## src/hdl/dssp_pkg.sv

```systemverilog
`timescale 1ns / 1ps
// ----------------------------------------------------------------------------
// dssp_pkg
// shared types and constants of the depth-sorted sphere projection block
// ----------------------------------------------------------------------------
package dssp_pkg;

  localparam int CFG_IDX_W = 2;
  localparam int CFG_DATA_W = 16;

  localparam logic [CFG_IDX_W-1:0] REG_VIEW_SINE    = 2'd0;
  localparam logic [CFG_IDX_W-1:0] REG_VIEW_COSINE  = 2'd1;
  localparam logic [CFG_IDX_W-1:0] REG_DEPTH_OFFSET = 2'd2;
  localparam logic [CFG_IDX_W-1:0] REG_NEAR_LIMIT   = 2'd3;

  localparam int KEY_W = 17;
  localparam logic signed [KEY_W-1:0] KEY_MIN = -17'sd65536;
  localparam logic signed [KEY_W-1:0] KEY_MAX = 17'sd65535;

  // quotient width used by the serial divider
  localparam int DIV_N_W = 34;
  localparam int DIV_D_W = 19;
  localparam int DIV_STEPS = 17;

  typedef struct packed {
    logic signed [15:0] x;
    logic signed [15:0] y;
    logic signed [15:0] z;
  } pos_t;

  typedef struct packed {
    logic [14:0] radius;
    logic [7:0]  red;
    logic [7:0]  green;
    logic [7:0]  blue;
  } radcol_t;

  typedef struct packed {
    logic signed [15:0] sine;
    logic signed [15:0] cosine;
    logic [14:0]        offset;
    logic [14:0]        near;
  } view_cfg_t;

  // divider request to the shared unit
  typedef struct packed {
    logic                       start;
    logic signed [DIV_N_W-1:0] num;
    logic signed [DIV_D_W-1:0] den;
  } div_req_t;

  typedef struct packed {
    logic                done;
    logic signed [DIV_N_W-1:0] quo;
  } div_rsp_t;

endpackage

```

## src/hdl/dssp_divider.sv

```systemverilog
`timescale 1ns / 1ps
// ----------------------------------------------------------------------------
// dssp_divider
// signed restoring divider, truncates toward zero, two quotient bits a cycle
// ----------------------------------------------------------------------------
module dssp_divider (
  input  logic                clk,
  input  logic                rst_n,
  input  dssp_pkg::div_req_t  req,
  output dssp_pkg::div_rsp_t  rsp
);
  import dssp_pkg::*;

  localparam int CNT_W = $clog2(DIV_STEPS + 1);

  logic [DIV_N_W-1:0] quo_r, quo_nxt;
  logic [DIV_N_W-1:0] rem_r, rem_nxt;
  logic [DIV_D_W-1:0] den_r, den_nxt;
  logic               neg_r, neg_nxt;
  logic [CNT_W-1:0]   cnt_r, cnt_nxt;
  logic               busy_r, busy_nxt;
  logic               done_r, done_nxt;

  logic [DIV_N_W-1:0] num_abs;
  logic [DIV_D_W-1:0] den_abs;
  logic [DIV_N_W-1:0] r1, r2, q1, q2;
  logic [DIV_N_W:0]   t1, t2;

  assign num_abs = req.num[DIV_N_W-1] ? DIV_N_W'(-req.num) : DIV_N_W'(req.num);
  assign den_abs = req.den[DIV_D_W-1] ? DIV_D_W'(-req.den) : DIV_D_W'(req.den);

  always_comb begin
    t1 = {rem_r, quo_r[DIV_N_W-1]} - {{(DIV_N_W-DIV_D_W+1){1'b0}}, den_r};
    if (!t1[DIV_N_W]) begin
      r1 = t1[DIV_N_W-1:0];
    end else begin
      r1 = {rem_r[DIV_N_W-2:0], quo_r[DIV_N_W-1]};
    end
    q1 = {quo_r[DIV_N_W-2:0], ~t1[DIV_N_W]};
    t2 = {r1, q1[DIV_N_W-1]} - {{(DIV_N_W-DIV_D_W+1){1'b0}}, den_r};
    if (!t2[DIV_N_W]) begin
      r2 = t2[DIV_N_W-1:0];
    end else begin
      r2 = {r1[DIV_N_W-2:0], q1[DIV_N_W-1]};
    end
    q2 = {q1[DIV_N_W-2:0], ~t2[DIV_N_W]};
  end

  always_comb begin
    quo_nxt  = quo_r;
    rem_nxt  = rem_r;
    den_nxt  = den_r;
    neg_nxt  = neg_r;
    cnt_nxt  = cnt_r;
    busy_nxt = busy_r;
    done_nxt = 1'b0;
    if (req.start) begin
      quo_nxt  = num_abs;
      rem_nxt  = '0;
      den_nxt  = den_abs;
      neg_nxt  = req.num[DIV_N_W-1] ^ req.den[DIV_D_W-1];
      cnt_nxt  = CNT_W'(DIV_STEPS);
      busy_nxt = 1'b1;
    end else if (busy_r) begin
      quo_nxt = q2;
      rem_nxt = r2;
      cnt_nxt = cnt_r - 1'b1;
      if (cnt_r == CNT_W'(1)) begin
        busy_nxt = 1'b0;
        done_nxt = 1'b1;
      end
    end
  end

  always_ff @(posedge clk) begin
    if (!rst_n) begin
      busy_r <= 1'b0;
      done_r <= 1'b0;
      cnt_r  <= '0;
    end else begin
      busy_r <= busy_nxt;
      done_r <= done_nxt;
      cnt_r  <= cnt_nxt;
    end
    quo_r <= quo_nxt;
    rem_r <= rem_nxt;
    den_r <= den_nxt;
    neg_r <= neg_nxt;
  end

  assign rsp.done = done_r;
  assign rsp.quo  = neg_r ? DIV_N_W'(-quo_r) : quo_r;

endmodule

```

## config.mk

```make
export PLATFORM = sky130hd
export DESIGN_NAME = dssp_divider
export DESIGN_NICKNAME = d
export VERILOG_FILES = /design/src/hdl/dssp_pkg.sv /design/src/hdl/dssp_divider.sv
export SDC_FILE = /design/constraint.sdc
export NUM_CORES = 1
export LEC_CHECK = 0
export ABC_AREA = 1
export BUFFER_PORTS_ARGS = -buffer_cell sky130_fd_sc_hd__buf_2
export CELL_PAD_IN_SITES_DETAIL_PLACEMENT = 0
export CELL_PAD_IN_SITES_GLOBAL_PLACEMENT = 1
export CORE_MARGIN = 2
export CORE_UTILIZATION = 40
export CTS_CLUSTER_DIAMETER = 100
export DETAILED_ROUTE_END_ITERATION = 7
export MAX_ROUTING_LAYER = met4
export PLACE_DENSITY_LB_ADDON = 0.1
export SLEW_MARGIN = 40
export SYNTH_ARGS = -nofsm -noshare
export SYNTH_HDL_FRONTEND = slang
export SYNTH_SLANG_ARGS = --single-unit
```

## constraint.sdc

```tcl
create_clock -name clk -period 7.9 [get_ports clk]
set_input_delay 1.58 -clock clk [delete_from_list [all_inputs] [get_ports clk]]
set_output_delay 1.58 -clock clk [all_outputs]
set_load 0.1 [all_outputs]
```

==> impl_metrics.yaml <==
sta:
  worstMarginPinSlew_ns: 0.752
  finalClockSkew_ns: 0.0122
  maxSlewHeadroom_pct: 49.7
  rsz0062_at_grt: "false"
  setup_viol: 0
  finalCritPeriodShare_pct: 71.4
  drv_slew: 0
  fin_ws_ns: 2.26
  fmax_ghz: 0.177
  hold_slack_ns: 0.468
  setup_tns_ns: 0
  hold_violations: 0
  period_minus_slack_ns: 5.64
clocking:
  root_buffer: "clkbuf_16"
  clk_pin_slew_ns: 0.07
  cts_hold_buf: 0
  clockBufferDepth: 2
  cts_tree: "done"
  cts_made_buffers: 9
  post_cts_resized: 0
  clkSinkCount: 95
  htree_levels: 3
  clkLatencyLatePin_ns: 0.36
  post_cts_buffers: 0
pwr:
  power_switching_uw: 2180
  intPower_uw: 1670
  power.static_leakage_uw: 0.00512
  p_comb_share_pct: 70.3
  seqPwrFrac_pct: 18.4
  peakVddDrop_uv: 152
  power_uw: 3860
  switching_share_pct: 56.6
  power_density_nw_per_um2: 366
  clock_power_share_pct: 11.3
critical_path:
  path_class: "reg2reg"
  arrival_ns: 5.88
  worst-path-buf-inv: 2
  path_max_fanout: 41
  slowest_stage: "nand2_2"
  cp_slowest_stage_delay_ns: 0.59
  cp_top_family: "simple AND/OR/NAND/NOR gates"
  crit_required_ns: 8.14
  worstSetupStartpointType: "register"
  cp-end-kind: "register"
routing:
  dr.pass1.iters: 5
  via_count: 9242
  drt_iter0_markers: 569
  wl_per_cell_um: 15.0
  antenna_left: 0
  drc: 0
  via_per_inst: 4.91
  finalWirelength_um: 28200
global_route:
  grt_pass1_vias: 8862
  grt_usage_pct: 24.0
  grt_pass1_wl_um: 46000
  antenna_found_initial: 0
  grt_max_degree: 64
  grt-ovfl-total: 0
floorplan:
  die_h_um: 159
  io_pins: 91
  die_area_um2: 25200
  start_util_pct: 40.7
  die_w_um: 159
  num_rows: 56
  coreArea_um2: 23500
cells_and_area:
  drive_gt1_share_pct: 11.4
  fill_cells: 2543
  final_area_um2: 10500
  fin_nets: 1660
  diodes: 0
  multi_input_area_um2: 6150
  syn_to_final_growth_pct: 10.2
  register_area_um2: 2440
synthesis:
  synth_top_area_share_pct: 17.2
  synth_enable_flop_cells: 54
  async_flop_share_pct: 0
  avgSynthCellArea_um2: 6.42
  synth_area_um2: 9560
  synth_cell_types: 48
  ys.flop_type: "edfxtp_1"
  synth_area_leaders: "nand2_1 17%, edfxtp_1 17%, dfxtp_1 8.6%"
  postSynthCellCount: 1490
  post-synth-top-area-cell: "nand2_1"
  ys_seq_area_share_pct: 25.5
  ys_seq_elements: 95
  postSynthNetCount: 1591
  ys_warn_count: 0
placement:
  pre_cts_ws_ns: 2.23
  dpl.hpwl_um: 22500
  port_buffers: 90
  placed_cell_area_um2: 10300
  place.gp.congestion: 0.907
flow_run:
  maxCapViolations: 0
outcome:
  outcome: "completed"
worst_hold_path:
  min-delay-path-class: "reg2reg"
per-layer routing:
layer / up-vias / routed length (µm) / track usage (%)
li1: 4898 / - / -
met1: 4146 / 14900 / 35.4
met2: 177 / 12000 / 36.1
met3: 21 / 980 / 1.74
met4: 0 / 321 / 4.85
met5: - / 0 / -
per-stage QoR:
stage / std cells / util [%]
finish: 1883 / 44.9
global route: 1883 / 44.9
CTS: 1883 / 44.9
detailed placement: 1867 / 43.7
global placement: 1867 / 43.7
floorplan: 1490 / -
cell families after synthesis:
| kind of cell | share of synthesized area, % |
|---|---|
| adders and majority gates | 6.04 |
| buffers and inverters | 10.1 |
| xor gates and xnor gates | 11.4 |
| AOI/OAI and AO/OA | 10.5 |
| DFF | 25.5 |
| and+or+nand+nor | 36.4 |
final cells by class:
type | count | area share, %
multi-input cells | 1151 | 58.4
flip-flops and latches | 95 | 23.2
inverters | 207 | 7.37
repair buffers | 95 | 4.63
well taps | 319 | 3.79
clock buffers | 10 | 2.17
clock inverters | 6 | 0.475
registers in the layout, summed over array words and instances (netlist names):
register  cells
rem_r        34
den_r        19
cnt_r         5
quo_r        34
busy_r        1
done_r        1
neg_r         1
final timing paths:
check | start | to | depth (start not counted) | slack [ns]
worst max-delay path | quo_r[33]$_DFFE_PP_ | rem_r[17]$_SDFFE_PP0P_ | 28 | 2.26
worst min-delay path | cnt_r[4]$_SDFFE_PN0P_ | cnt_r[4]$_SDFFE_PN0P_ | 2 | 0.47
worst max register to register | quo_r[33]$_DFFE_PP_ | rem_r[17]$_SDFFE_PP0P_ | 28 | 2.26
worst min register to register | cnt_r[4]$_SDFFE_PN0P_ | cnt_r[4]$_SDFFE_PN0P_ | 2 | 0.47
worst reg2reg max path, delay by kind of cell, from the launching register on:
kind                     cells  cell delay, ns
AND/OR/NAND/NOR             20            3.23
adder cells (fa/ha/maj)      3            0.97
AO/OA/AOI/OAI                3            0.76
flip-flops                   1            0.43
buffers and inverters        2            0.13
Yosys cell counts (2+ instances only):
master and count:
nand2_2 32, a21boi_0 2, or2_2 5, o21ai_0 94
nand3_1 94, nor2_4 7, nor3b_1 2, nand2_4 5
a211oi_1 4, a21oi_2 2, o21ai_1 6, nand2_1 437
nor4_1 4, ha_1 43, inv_1 203, o22ai_1 2
a21oi_1 63, buf_4 4, nor2_2 3, nand3b_1 2
fa_1 2, xnor2_1 50, o31ai_1 2, nand4_1 17
xor2_1 75, buf_2 4, inv_2 2, clkinv_1 2
dfxtp_1 41, nand3_2 10, edfxtp_1 54, buf_6 4
nor3_1 39, o211ai_1 3, a31oi_1 3, nor2_1 133
clkbuf_1 24
placed cells by master, fill, tap and decap left out, types with 5 or more instances in the layout:
cell and n:
dfxtp_1 41, nand2_1 437, nand3_1 94, o21ai_1 6, ha_1 43, nor3_1 39, buf_2 90, o21ai_0 94
inv_1 202, nand2_2 32, edfxtp_1 54, xor2_1 75, buf_4 5, nand4_1 17, xnor2_1 50, nor2_4 7
nand3_2 10, clkbuf_16 9, a21oi_1 63, or2_2 5, nor2_1 133, nand2_4 5
power groups by stage:
stage	Clock [µW]	Sequential, µW	Combinational (µW)
final	436	708	2710
after CTS	448	707	2700
after floorplan	0	680	2170
after global placement	0	719	2700
after detailed placement	0	718	2690
after global routing	464	720	3060
Note: power is estimated with default switching activity, not from simulation.
